--- config.mk ---
export PLATFORM = sky130hd
export DESIGN_NAME = lefs_div
export DESIGN_NICKNAME = d
export VERILOG_FILES = /design/src/sv/lefs_pkg.sv /design/src/sv/lefs_div.sv
export SDC_FILE = /design/constraint.sdc
export NUM_CORES = 1
export LEC_CHECK = 0
export BUFFER_PORTS_ARGS = -buffer_cell sky130_fd_sc_hd__buf_2
export CORE_AREA = 4 4 148 115
export CTS_CLUSTER_DIAMETER = 150
export DETAILED_ROUTE_END_ITERATION = 7
export DIE_AREA = 0 0 152 119
export PLACE_DENSITY_LB_ADDON = 0.08
export SLEW_MARGIN = 20
export SYNTH_ARGS = -nofsm -noshare
export SYNTH_HDL_FRONTEND = slang
export SYNTH_SLANG_ARGS = --single-unit
--- constraint.sdc ---
create_clock -name clk -period 2.5 [get_ports clk]
set_input_delay 0.125 -clock clk [delete_from_list [all_inputs] [get_ports clk]]
set_output_delay 0.125 -clock clk [all_outputs]
set_load 0.005 [all_outputs]
--- src/sv/lefs_pkg.sv ---
// ----------------------------------------------------------------------------
// lefs_pkg
// Shared types, constants and saturating helpers for the exchange-field
// stencil block.
// ----------------------------------------------------------------------------
package lefs_pkg;

    localparam int DATA_W     = 32;
    localparam int IDX_W      = 14;
    localparam int ACC_W      = 64;
    localparam int LIN_W      = 17;
    localparam int SUM_W      = 36;
    localparam int TDATA_W    = 176;
    localparam int CFG_IDX_W  = 3;
    localparam int CFG_DATA_W = 6;
    localparam int DIV_STEPS  = 64;
    localparam int DIV_CNT_W  = 6;
    localparam int QLIM_W     = 12;
    localparam int INV_W      = 28;

    // round(256 / mu0)
    localparam logic [INV_W-1:0] INV_MU0_Q8 = 28'd203718327;

    typedef enum logic [CFG_IDX_W-1:0] {
        CFG_SIZE_X = 3'd0,
        CFG_SIZE_Y = 3'd1,
        CFG_SIZE_Z = 3'd2,
        CFG_WRAP_X = 3'd3,
        CFG_WRAP_Y = 3'd4,
        CFG_WRAP_Z = 3'd5
    } cfg_reg_t;

    typedef enum logic [2:0] {
        DIR_XM   = 3'd0,
        DIR_XP   = 3'd1,
        DIR_YM   = 3'd2,
        DIR_YP   = 3'd3,
        DIR_ZM   = 3'd4,
        DIR_ZP   = 3'd5,
        DIR_DONE = 3'd6
    } dir_t;

    typedef enum logic [4:0] {
        ST_IDLE,
        ST_SETUP,
        ST_CHECK,
        ST_CENTER,
        ST_DIV_Z,
        ST_DIV_Y,
        ST_NB_ADDR,
        ST_NB_DATA,
        ST_NB_START,
        ST_NB_DIV,
        ST_F_MUL_P,
        ST_F_START_P,
        ST_F_DIV_P,
        ST_F_MUL_Q,
        ST_F_MUL_R,
        ST_F_START_R,
        ST_F_DIV_R,
        ST_F_SAT,
        ST_F_DOT,
        ST_F_ACC,
        ST_ENERGY,
        ST_EMIT
    } state_t;

    // one lattice cell, moment in the lowest bits
    typedef struct packed {
        logic [DATA_W-1:0] mag_z;
        logic [DATA_W-1:0] mag_y;
        logic [DATA_W-1:0] mag_x;
        logic [DATA_W-1:0] coupling;
        logic [DATA_W-1:0] moment;
    } cell_t;

    typedef struct packed {
        logic              start;
        logic [63:0]       dividend;
        logic [DATA_W-1:0] divisor;
    } div_req_t;

    typedef struct packed {
        logic              done;
        logic [63:0]       quot;
        logic [DATA_W-1:0] rem;
    } div_rsp_t;

    function automatic logic [ACC_W-1:0] sat_add64(input logic [ACC_W-1:0] a,
                                                   input logic [ACC_W-1:0] b);
        logic [ACC_W:0] s;
        s = {a[ACC_W-1], a} + {b[ACC_W-1], b};
        if (s[ACC_W] != s[ACC_W-1])
            return s[ACC_W] ? {1'b1, {(ACC_W-1){1'b0}}} : {1'b0, {(ACC_W-1){1'b1}}};
        return s[ACC_W-1:0];
    endfunction

    function automatic logic [DATA_W-1:0] sat32(input logic [SUM_W-1:0] v);
        if (v[SUM_W-1:DATA_W-1] != {(SUM_W-DATA_W+1){v[DATA_W-1]}})
            return v[SUM_W-1] ? 32'h8000_0000 : 32'h7FFF_FFFF;
        return v[DATA_W-1:0];
    endfunction

    // sign and magnitude to saturated signed 32 bits
    function automatic logic [DATA_W-1:0] sat_signed_mag(input logic neg,
                                                         input logic [63:0] mag);
        if (neg) begin
            if (mag[63:32] != '0 || (mag[31] && mag[30:0] != '0))
                return 32'h8000_0000;
            return 32'(0) - mag[31:0];
        end
        if (mag[63:31] != '0)
            return 32'h7FFF_FFFF;
        return mag[31:0];
    endfunction

endpackage

--- src/sv/lefs_div.sv ---
// ----------------------------------------------------------------------------
// lefs_div
// Shared restoring divider, 64-bit dividend by 32-bit divisor, one quotient
// bit per cycle while busy.
// ----------------------------------------------------------------------------
module lefs_div (
    input  logic                clk,
    input  logic                rst_n,
    input  lefs_pkg::div_req_t  req,
    output lefs_pkg::div_rsp_t  rsp
);

    logic                            busy_reg;
    logic                            done_reg;
    logic [lefs_pkg::DIV_CNT_W-1:0]  cnt_reg;
    logic [63:0]                     dvd_reg;
    logic [lefs_pkg::DATA_W-1:0]     rem_reg;
    logic [lefs_pkg::DATA_W-1:0]     dvs_reg;
    logic [lefs_pkg::DATA_W:0]       trial;
    logic                            fits;

    assign trial = {rem_reg, dvd_reg[63]};
    assign fits  = trial >= {1'b0, dvs_reg};

    always_ff @(posedge clk or negedge rst_n)
    begin
        if (!rst_n)
        begin
            busy_reg <= 1'b0;
            done_reg <= 1'b0;
            cnt_reg  <= '0;
        end
        else
        begin
            done_reg <= 1'b0;
            if (req.start)
            begin
                busy_reg <= 1'b1;
                cnt_reg  <= '0;
            end
            else if (busy_reg)
            begin
                cnt_reg <= cnt_reg + 1'b1;
                if (cnt_reg == lefs_pkg::DIV_CNT_W'(lefs_pkg::DIV_STEPS - 1))
                begin
                    busy_reg <= 1'b0;
                    done_reg <= 1'b1;
                end
            end
        end
    end

    // quotient bits shift in behind the dividend bits
    always_ff @(posedge clk)
    begin
        if (req.start)
        begin
            dvd_reg <= req.dividend;
            rem_reg <= '0;
            dvs_reg <= req.divisor;
        end
        else if (busy_reg)
        begin
            dvd_reg <= {dvd_reg[62:0], fits};
            rem_reg <= fits ? 32'(trial - {1'b0, dvs_reg}) : trial[31:0];
        end
    end

    assign rsp = {done_reg, dvd_reg, rem_reg};

endmodule

==> results of run 1 <==
==> final cells by class <==
cell class                      count  area (µm²)
Fill cell                        1080        4054
Multi-Input combinational cell    427        3841
Clock inverter                     14       150.1
Timing Repair Buffer              420        3012
Inverter                           38       142.6
Tap cell                          210       262.8
Sequential cell                   136        3724
Clock buffer                       18       429.2
==> cell families (layout without fill, tap and decap cells) <==
family                   count (synthesis)  after routing  synth area share
XOR/XNOR                                31             31           0.03701
multiplexers                            92             92            0.1374
AO/OA/AOI/OAI                          130            130            0.1274
AND/OR/NAND/NOR                        140            140           0.08885
buffers and inverters                   67            490           0.04280
adder cells (fa/ha/maj)                 34             34           0.05900
flip-flops                             136            136            0.5075
==> worst max-delay path by stage <==
stage / end / startpoint / depth (start not counted) / slack (ps)
3_5_place_dp: rem_reg[5]$_SDFFE_PP0P_ / dvs_reg[1]$_DFFE_PP_ / 11 / -310
5_1_grt: rem_reg[30]$_SDFFE_PP0P_ / dvd_reg[63]$_DFFE_PP_ / 12 / -380
2_1_floorplan: rem_reg[30]$_SDFFE_PP0P_ / dvd_reg[63]$_DFFE_PP_ / 12 / -170
3_3_place_gp: rem_reg[30]$_SDFFE_PP0P_ / dvd_reg[63]$_DFFE_PP_ / 12 / -200
4_1_cts: rem_reg[30]$_SDFFE_PP0P_ / dvs_reg[0]$_DFFE_PP_ / 11 / -260
6_report: rem_reg[30]$_SDFFE_PP0P_ / dvd_reg[63]$_DFFE_PP_ / 12 / -300
==> repair_timing <==
item / 4_1_cts / 5_1_grt
endpoints found under the setup margin: 33 / 33
gates resized for setup: 87 / 30
hold buffers: 90 / 1
endpoints found under the hold margin: 97 / 1
pin swaps: 37 / 22
setup buffers: 23 / 13
gates cloned: 2 / 0
==> power by group through the flow <==
stage / clock (mW) / combinational, mW / sequential [mW]
after floorplan: 0 / 2.47 / 3.13
after global placement: 0 / 4.18 / 3.05
after detailed placement: 0 / 4.22 / 3.06
after CTS: 2.53 / 5.41 / 3.07
after global routing: 2.63 / 6.02 / 3.12
final: 2.48 / 5.60 / 3.07
==> per-stage QoR <==
step / cell area (µm²) / hold slack, ps / TNS [ps] / cells
3_5_place_dp: 9233 / -17.24 / -6020 / 1109
5_1_grt: 11560 / 1.620 / -8482 / 1263
4_1_cts: 11420 / 0.1189 / -2813 / 1256
6_report: 11560 / 14.57 / -4680 / 1263
2_1_floorplan: 7355 / -170.6 / -223.2 / 630
3_3_place_gp: 9233 / -24.74 / -2604 / 1109
==> critical path, stage by stage (launching register included) <==
cell	delay [ps]
edfxtp_1	360
inv_1	50
ha_2	180
fa_2	380
nor2b_4	160
o21bai_4	80
a211oi_4	260
o21ai_2	90
a31o_1	260
a311o_1	300
o21a_1	210
mux2_4	310
o311ai_2	70
==> per-layer routing <==
layer,up-vias,part of all wire
met1,3030,0.46
met4,0,0.015
met5,-,0
li1,3133,-
met2,181,0.47
met3,32,0.052
==> cell usage in the layout, fill, tap and decap left out, types with 24 or more instances in the layout <==
cell type	synthesis	layout
dlygate4sd3_1	0	91
mux2_2	65	63
a21oi_1	35	24
nand2_1	46	41
nor2_1	47	46
buf_2	4	194
edfxtp_1	96	96
inv_1	38	30
buf_4	2	120
dfxtp_1	32	32
==> summary.md, run 1 <==
| Metric | Value |
|---|---|
| CP max FO | 2 |
| Sw Pwr | 3.822 mW |
| Met1 Use GR | 0.3019 |
| Grt met3 use | 0.05521 |
| PortBufs | 195 |
| Fin. max-slew vios | 0 |
| Reg-to-reg startpoint | dvd_reg[63]$_DFFE_PP_ |
| Cell Area, Synth | 0.007337 mm² |
| Top post-synthesis cells by area | edfxtp_1, mux2_2, dfxtp_1 |
| RD Place Congestion | 0.9677 |
| Clock share of power | 0.222 |
| Remaining antenna violation count | 0 |
| Ys async rst share | 0.05882 |
| Failing checks | setup timing |
| Die Ht | 119 µm |
| Fin. Hold Viols | 0 |
| Pin count of the biggest net entering global routing | 56 |
| Internal | 7.324 mW |
| Overflow left after global routing | 0 |
| Vias per inst | 5.048 |
| Slew Limit Headroom | 0.5890 |
| Sw Share | 0.3429 |
| R2R Path End | rem_reg[30]$_SDFFE_PP0P_ |
| Syn nets | 763 |
| Initial core utilization | 0.4699 |
| DR pass1 iterations | 4 |
| VDD IR max | 0.0005763 V |
| DR vias | 6376 |
| Power density over the cells | 964.1 mW/mm² |
| Worst r2r path cells | 12 |
| Yosys cell types | 72 |
| Clock slew at the register clock pins of the worst setup and hold paths | 60 ps |
| TritonCTS clock tree | done |
| DIE WIDTH | 152 µm |
| CP Class | reg2reg |
| Pleak | 5.071 nW |
| Iter 0 DRT Violations | 264 |
| Root Buffer | clkbuf_16 |
| Global-route wire length before repair | 33470 µm |
| Ports | 196 |
| Antenna cell count | 0 |
| Tmin final | 2796 ps |
| Final setup violation count | 33 |
| Total CTS buffers | 17 |
| Hold Startpoint | req[84] |
| Max reg flops | 64 |
| Startpoint type of the worst setup path | register |
| Die area | 0.01809 mm² |
| Ys Warns | 0 |
| Layout cell share with drive strength beyond 1 | 0.4976 |
| Hold/Removal Path Class | in2reg |
| Flop pwr share | 0.276 |
| WL/cell | 16.41 µm |
| Final core occ | 0.7404 |
| Core Region | 0.01562 mm² |
| Max clock buf depth | 2 |
| Fin worst setup slack | -295.5 ps |
| Most common cell in the netlist | edfxtp_1 |
| Fmax | 357.7 MHz |
| HPWL Detailed | 13830 µm |
| Cells after synthesis | 630 |
| Cells on Worst Hold Path | 2 |
| Final Cycle Share | 1.118 |
| RSZ-0062 raised after global routing | true |
| Synth Flop Type | edfxtp_1 |
| Yosys reg bits | 136 |
| Total track usage | 0.2273 |
| Critical Path End Type | register |
| GR peak layer | met2 |
| Top cells by count, synth | edfxtp_1, mux2_2, nor2_1 |
| Max Cap Violations | 0 |
| Synth area leader | edfxtp_1 |
| Setup WS pre-CTS | -307.2 ps |
| Combinational Power Share | 0.502 |
| Avg Inst Size Synth | 11.65 µm² |
| R2r setup slk | -300 ps |
| Initial antenna violation count | 0 |
| Clk_lat worst skew | 430 ps |
| EDFF count, synth | 96 |
| Row count | 40 |
| Max H-tree Level | 4 |
| Nets@finish | 1173 |
| Hold endpoint | dvd_reg[52]$_DFFE_PP_ |
| Seq/Total Area, Yosys | 0.5075 |
| Critical Path RT | 2830 ps |
| Outcome | complete, but fails checks |
| Vias in the first global route | 6545 |
| Area Overhead vs Synth | 57.57% |
| Met2 usage | 0.3693 |
| CTS Sinks | 136 |
| Detailed Route WL | 20730 µm |
| Share of the synthesized area in the top cell type | 0.3929 |
| Actual slew at the worst max-slew pin | 616.5 ps |
| CP arrival | 3130 ps |
| Overall power | 11.15 mW |
| Clock Skews | 9.954 ps |
| Remaining DRCs | 0 |
No activity file was read; power rests on OpenSTA's default activity.
==> run 2, diff against run 1 <==
--- a/config.mk
+++ b/config.mk
@@ -6,10 +6,11 @@
 export NUM_CORES = 1
 export LEC_CHECK = 0
 export BUFFER_PORTS_ARGS = -buffer_cell sky130_fd_sc_hd__buf_2
-export CORE_AREA = 4 4 148 115
+export CORE_AREA = 2 2 146 113
 export CTS_CLUSTER_DIAMETER = 150
 export DETAILED_ROUTE_END_ITERATION = 7
-export DIE_AREA = 0 0 152 119
+export DIE_AREA = 0 0 148 115
+export HOLD_SLACK_MARGIN = 0.02
 export PLACE_DENSITY_LB_ADDON = 0.08
 export SLEW_MARGIN = 20
 export SYNTH_ARGS = -nofsm -noshare
==> run 2 against run 1 <==
The flow still finishes with violations (setup timing). Critical path depth stayed put. Core utilization is 0.30 points higher. First-iteration DRC count is 26% higher. Critical endpoint is now rem_reg[28]$_SDFFE_PP0P_. Largest power group unchanged. Highest routed layer unchanged.
==> summary.md, run 2 (synthesis gave the netlist of run 1 again) <==
| Metric | Value |
|---|---|
| Startpoint type of the worst setup path | register |
| DR pass1 iterations | 5 (+1) |
| Remaining DRCs | 0 (unchanged) |
| Tmin final | 2818 ps (+22.71 ps) |
| Max reg flops | 64 (unchanged) |
| Core Region | 0.01562 mm² (unchanged) |
| Clock Skews | 12.04 ps (+2.085 ps) |
| Global-route wire length before repair | 32700 µm (-2.3%) |
| RSZ-0062 raised after global routing | true |
| Max H-tree Level | 4 (unchanged) |
| Final setup violation count | 33 (unchanged) |
| Critical Path End Type | register |
| DIE WIDTH | 148 µm (-2.6%) |
| Layout cell share with drive strength beyond 1 | 0.4901 (-0.007522) |
| Die Ht | 115 µm (-3.4%) |
| Clk_lat worst skew | 420 ps (about the same) |
| Overflow left after global routing | 0 (unchanged) |
| TritonCTS clock tree | done |
| Pin count of the biggest net entering global routing | 39 (-30%) |
| Power density over the cells | 971.0 mW/mm² (+0.71%) |
| Area Overhead vs Synth | 58.22% |
| Nets@finish | 1181 (+0.68%) |
| Vias per inst | 5.068 (+0.38%) |
| Final core occ | 0.7434 (+0.003044) |
| HPWL Detailed | 13600 µm (-1.7%) |
| Ports | 196 (unchanged) |
| PortBufs | 195 (unchanged) |
| Pleak | 5.109 nW (+0.75%) |
| CP arrival | 3140 ps (about the same) |
| Total CTS buffers | 17 (unchanged) |
| Commonest non-fill, non-tap cell in the layout | buf_2 |
| DR vias | 6446 (+1.1%) |
| WL/cell | 16.67 µm (+1.6%) |
| Final Cycle Share | 1.127 (+0.009082) |
| Max clock buf depth | 2 (unchanged) |
| Row count | 40 (unchanged) |
| Max Cap Violations | 0 (unchanged) |
| Failing checks | setup timing |
| Hold/Removal Path Class | in2async |
| Vias in the first global route | 6445 (-1.5%) |
| Detailed Route WL | 21200 µm (+2.3%) |
| CTS Sinks | 136 (unchanged) |
| Initial core utilization | 0.4699 (unchanged) |
| CP Class | reg2reg |
| Fin. max-slew vios | 0 (unchanged) |
| Slew Limit Headroom | 0.6784 (+0.08940) |
| CP max FO | 2 (unchanged) |
| Initial antenna violation count | 0 (unchanged) |
| Setup TNS | -2920 ps (+1759 ps) |
| RD Place Congestion | 0.9305 (-3.8%) |
| Outcome | complete, but fails checks |
| Commonest cells after routing, fill and taps aside | buf_2, buf_4, dlygate4sd3_1 |
| Fin. Hold Viols | 0 (unchanged) |
| VDD IR max | 0.0006237 V (+8.2%) |
| Total track usage | 0.2452 (+0.01793) |
| Fmax | 354.8 MHz (-0.81%) |
| Die area | 0.01702 mm² (-5.9%) |
| Fin worst setup slack | -318.2 ps (-22.71 ps) |
| Overall power | 11.27 mW (+1.1%) |
| Clock slew at the register clock pins of the worst setup and hold paths | 60 ps (about the same) |
| Iter 0 DRT Violations | 332 (+26%) |
| Critical Path RT | 2820 ps (about the same) |
| Remaining antenna violation count | 0 (unchanged) |
| Actual slew at the worst max-slew pin | 482.4 ps (-134.1 ps) |
| Root Buffer | clkbuf_16 |
## run 2: changes by cell type in the layout (fill, tap and decap cells not counted), moves of 3 or more
cell,change
a21oi_1,+3
a21oi_2,-3
dlygate4sd3_1,+6
inv_6,+5
mux2i_1,-3
## run 2: layout make-up
type,count,area [µm²]
Multi-Input combinational cell,427,3800
Sequential cell,136,3725
Antenna cell,1,2.502
Clock buffer,17,425.4
Clock inverter,15,130.1
Timing Repair Buffer,428,3120
Fill cell,1103,4006
Inverter,38,142.6
Tap cell,210,262.8
## run 2: worst paths after layout
check | to | slack (ps) | cells past startpoint | from
max | rem_reg[28]$_SDFFE_PP0P_ | -320 | 12 | dvs_reg[0]$_DFFE_PP_
min | busy_reg$_DFF_PN0_ | 110 | 2 | rst_n
max reg2reg | rem_reg[28]$_SDFFE_PP0P_ | -320 | 12 | dvs_reg[0]$_DFFE_PP_
min reg2reg | rem_reg[21]$_SDFFE_PP0P_ | 520 | 2 | rem_reg[21]$_SDFFE_PP0P_
min in group clk | rem_reg[1]$_SDFFE_PP0P_ | 160 | 2 | req[96]
max in group asynchronous | cnt_reg[0]$_DFFE_PN0P_ | 2230 | 2 | rst_n
## run 2: repair_timing
action,CTS,global route
hold endpoints to repair,103,1
hold buffers,96,1
gates resized for setup,42,62
buffers inserted,17,12
gates cloned,5,1
endpoints found under the setup margin,33,33
pin swaps,20,32
## run 2: metal layers
metal | vias to the layer above | track usage | wire, µm
met4 | 0 | 0.07873 | 221
met3 | 18 | 0.05317 | 1057
met1 | 3095 | 0.3280 | 9672
met2 | 180 | 0.4022 | 10250
met5 | - | 0 | 0
li1 | 3153 | - | -
## run 2: critical path: stages (launching register included)
cell and delay, ps:
edfxtp_1 420, ha_4 190, fa_2 360, nor2b_4 160
o21bai_4 80, a211oi_4 270, buf_6 150, o31ai_4 70
nand2_1 120, a41oi_2 170, o21ai_2 170, mux2_4 310
a311oi_2 270
## run 2: power by group
group	internal (mW)	total [mW]	switching, mW
registers	2.81	3.06	0.251
clock network	1.30	2.39	1.08
logic	3.16	5.82	2.66
## run 2: per-stage QoR
stage,setup slack [ps],area [µm²],std cells,hold slack [ps]
2_1_floorplan,-172.9,7355,630,-170.6
3_3_place_gp,-185.0,9248,1111,-27.19
3_5_place_dp,-247.6,9248,1111,-23.22
4_1_cts,-207.6,11220,1261,23.17
5_1_grt,-388.5,11610,1271,100.9
6_report,-318.2,11610,1272,108.3
==> run 3, diff against run 2 <==
--- a/config.mk
+++ b/config.mk
@@ -6,10 +6,11 @@
 export NUM_CORES = 1
 export LEC_CHECK = 0
 export BUFFER_PORTS_ARGS = -buffer_cell sky130_fd_sc_hd__buf_2
-export CORE_AREA = 2 2 146 113
+export CORE_AREA = 3 3 147 114
 export CTS_CLUSTER_DIAMETER = 150
 export DETAILED_ROUTE_END_ITERATION = 7
-export DIE_AREA = 0 0 148 115
+export DIE_AREA = 0 0 150 117
+export GPL_TIMING_DRIVEN = 0
 export HOLD_SLACK_MARGIN = 0.02
 export PLACE_DENSITY_LB_ADDON = 0.08
 export SLEW_MARGIN = 20
==> run 3 against run 2 <==
The run still ends with setup timing left. Flip-flop and latch count unchanged. Final cell count fell by 6.4%. Combinational power shrank 15%. Non-clock buffer count down 75. Critical path depth did not move. First-iteration DRC count is 14% higher.
==> summary.md, run 3 (synthesis gave the netlist of run 1 again) <==
| Metric | Value |
|---|---|
| Detailed Route WL | 21340 µm (+0.62%) |
| Row count | 39 (-2.5%) |
| Iter 0 DRT Violations | 379 (+14%) |
| Fmax | 337.4 MHz (-4.9%) |
| Hold/Removal Path Class | in2reg |
| Core Region | 0.01522 mm² (-2.5%) |
| Fin. max-slew vios | 0 (unchanged) |
| DR pass1 iterations | 5 (unchanged) |
| HPWL Detailed | 14010 µm (+3.0%) |
| Commonest cells after routing, fill and taps aside | buf_2, edfxtp_1, dlygate4sd3_1 |
| Vias in the first global route | 6107 (-5.2%) |
| Fin worst setup slack | -463.6 ps (-145.4 ps) |
| Setup TNS | -11660 ps (-8735 ps) |
| Hold_ws | 27.44 ps (-80.86 ps) |
| Outcome | complete, but fails checks |
| Initial antenna violation count | 0 (unchanged) |
| Die area | 0.01755 mm² (+3.1%) |
| Clock slew at the register clock pins of the worst setup and hold paths | 60 ps (about the same) |
| RSZ-0062 raised after global routing | true |
| Max clock buf depth | 2 (unchanged) |
| FILL cells | 1072 (-2.8%) |
| CP cell instances | ha_4 > fa_2 > nor2b_4 > o21bai_4 > a211oi_4 > buf_4 > o21ai_4 > a31o_1 > a311o_1 > o21a_1 > mux2_4 > o311ai_2 |
| Critical Path RT | 2830 ps (about the same) |
| WL/cell | 17.91 µm (+7.5%) |
| TritonCTS clock tree | done |
| DR vias | 6254 (-3.0%) |
| CP arrival | 3300 ps (+160 ps) |
| Clk_lat worst skew | 430 ps (about the same) |
| Root Buffer | clkbuf_16 |
| Failing checks | setup timing |
| CP max FO | 3 (+1) |
| Placed Cells | 1031 (-7.2%) |
| Max H-tree Level | 4 (unchanged) |
| Max Cap Violations | 0 (unchanged) |
| Max reg flops | 64 (unchanged) |
| Remaining antenna violation count | 0 (unchanged) |
| Remaining DRCs | 0 (unchanged) |
| Overall power | 10.66 mW (-5.4%) |
| Initial core utilization | 0.4819 (+0.01205) |
| Final Cycle Share | 1.185 (+0.05815) |
| Area Overhead vs Synth | 48.40% |
| PortBufs | 195 (unchanged) |
| Critical Path End Type | register |
| Commonest non-fill, non-tap cell in the layout | buf_2 |
| Vias per inst | 5.251 (+3.6%) |
| Antenna cell count | 0 (-1) |
| Clock Skews | 6.908 ps (-5.131 ps) |
| Pin count of the biggest net entering global routing | 39 (unchanged) |
| RD Place Congestion | 0.9396 (+0.98%) |
| Overflow left after global routing | 0 (unchanged) |
| Fin. Hold Viols | 0 (unchanged) |
| Final setup violation count | 33 (unchanged) |
| Power density over the cells | 979.3 mW/mm² (+0.86%) |
| Die Ht | 117 µm (+1.7%) |
| Layout cell share with drive strength beyond 1 | 0.4057 (-0.08442) |
| Pleak | 4.711 nW (-7.8%) |
| Largest stage delay on the critical path | 440 ps (+20 ps) |
| Startpoint type of the worst setup path | register |
| Ports | 196 (unchanged) |
| DIE WIDTH | 150 µm (+1.4%) |
| Tmin final | 2964 ps (+145.4 ps) |
| Global-route wire length before repair | 31630 µm (-3.3%) |
| CTS Sinks | 136 (unchanged) |
| Total CTS buffers | 17 (unchanged) |
| Total track usage | 0.2346 (-0.01064) |
| Slew Limit Headroom | 0.4117 (-0.2667) |
| CP max stage cell | edfxtp_1 |
| Actual slew at the worst max-slew pin | 882.5 ps (+400.1 ps) |
| Nets@finish | 1106 (-6.4%) |
| Setup WS pre-CTS | -710.7 ps (-463.1 ps) |
| VDD IR max | 0.0005681 V (-8.9%) |
| Non-Filler Instances | 1191 (-6.4%) |
| CP Class | reg2reg |
## run 3: worst paths after layout
kind	startpoint	end	slack, ps	depth (start not counted)
worst max register to register	dvs_reg[0]$_DFFE_PP_	rem_reg[30]$_SDFFE_PP0P_	-460	12
min in group asynchronous	rst_n	cnt_reg[4]$_DFFE_PN0P_	90	2
worst min-delay path	req[74]	dvd_reg[42]$_DFFE_PP_	30	2
worst max-delay path	dvs_reg[0]$_DFFE_PP_	rem_reg[30]$_SDFFE_PP0P_	-460	12
worst min register to register	rem_reg[26]$_SDFFE_PP0P_	rem_reg[26]$_SDFFE_PP0P_	490	2
max in group asynchronous	rst_n	done_reg$_DFF_PN0_	2240	2
## run 3: cell type report
cell class	instances	area, µm²	area share
buffer	27	170.2	0.01563
clock inverter	14	172.7	0.01586
sequential	136	3729	0.3425
timing repair buffer	326	2370	0.2177
multi-input combinational	427	3616	0.3321
clock buffer	18	429.2	0.03942
tap	205	256.5	0.02356
inverter	38	145.1	0.01333
## run 3: where the power goes
group          switching [mW]  leakage, nW  total, mW  internal, mW
clock network            1.03        0.283       2.60          1.57
logic                    2.36         3.07       4.92          2.57
registers               0.327         1.36       3.14          2.81
total                    3.71         4.71       10.7          6.95
## run 3: what timing repair did
item                                    CTS  global route
resized for setup                        24            52
hold buffers                             95             0
gates cloned                              3             2
endpoints found under the hold margin   102             0
pin swaps                                 5            36
buffers inserted                         14            16
endpoints found under the setup margin   71            71
## run 3: metal layers
metal	global-route usage	part of all wire	up-vias
met1	0.3133	0.45	3005
met4	0.08166	0.016	0
met2	0.3728	0.47	197
met3	0.06390	0.061	31
met5	0	0	-
li1	-	-	3021
## run 3: metrics by stage
stage                       util  area, µm²
after CTS                 0.6887      10490
after floorplan                -       7355
final                     0.7152      10890
after detailed placement  0.5655       8610
after global routing      0.7152      10890
after global placement    0.5640       8587
## run 3: worst max-delay path: cells and delay by family (launching register included)
| kind | cells | cell delay [ps] |
|---|---|---|
| compound gates | 7 | 1230 |
| fa+ha+maj | 2 | 560 |
| buf+inv | 1 | 160 |
| flops | 1 | 440 |
| mux | 1 | 300 |
| simple gates | 1 | 150 |
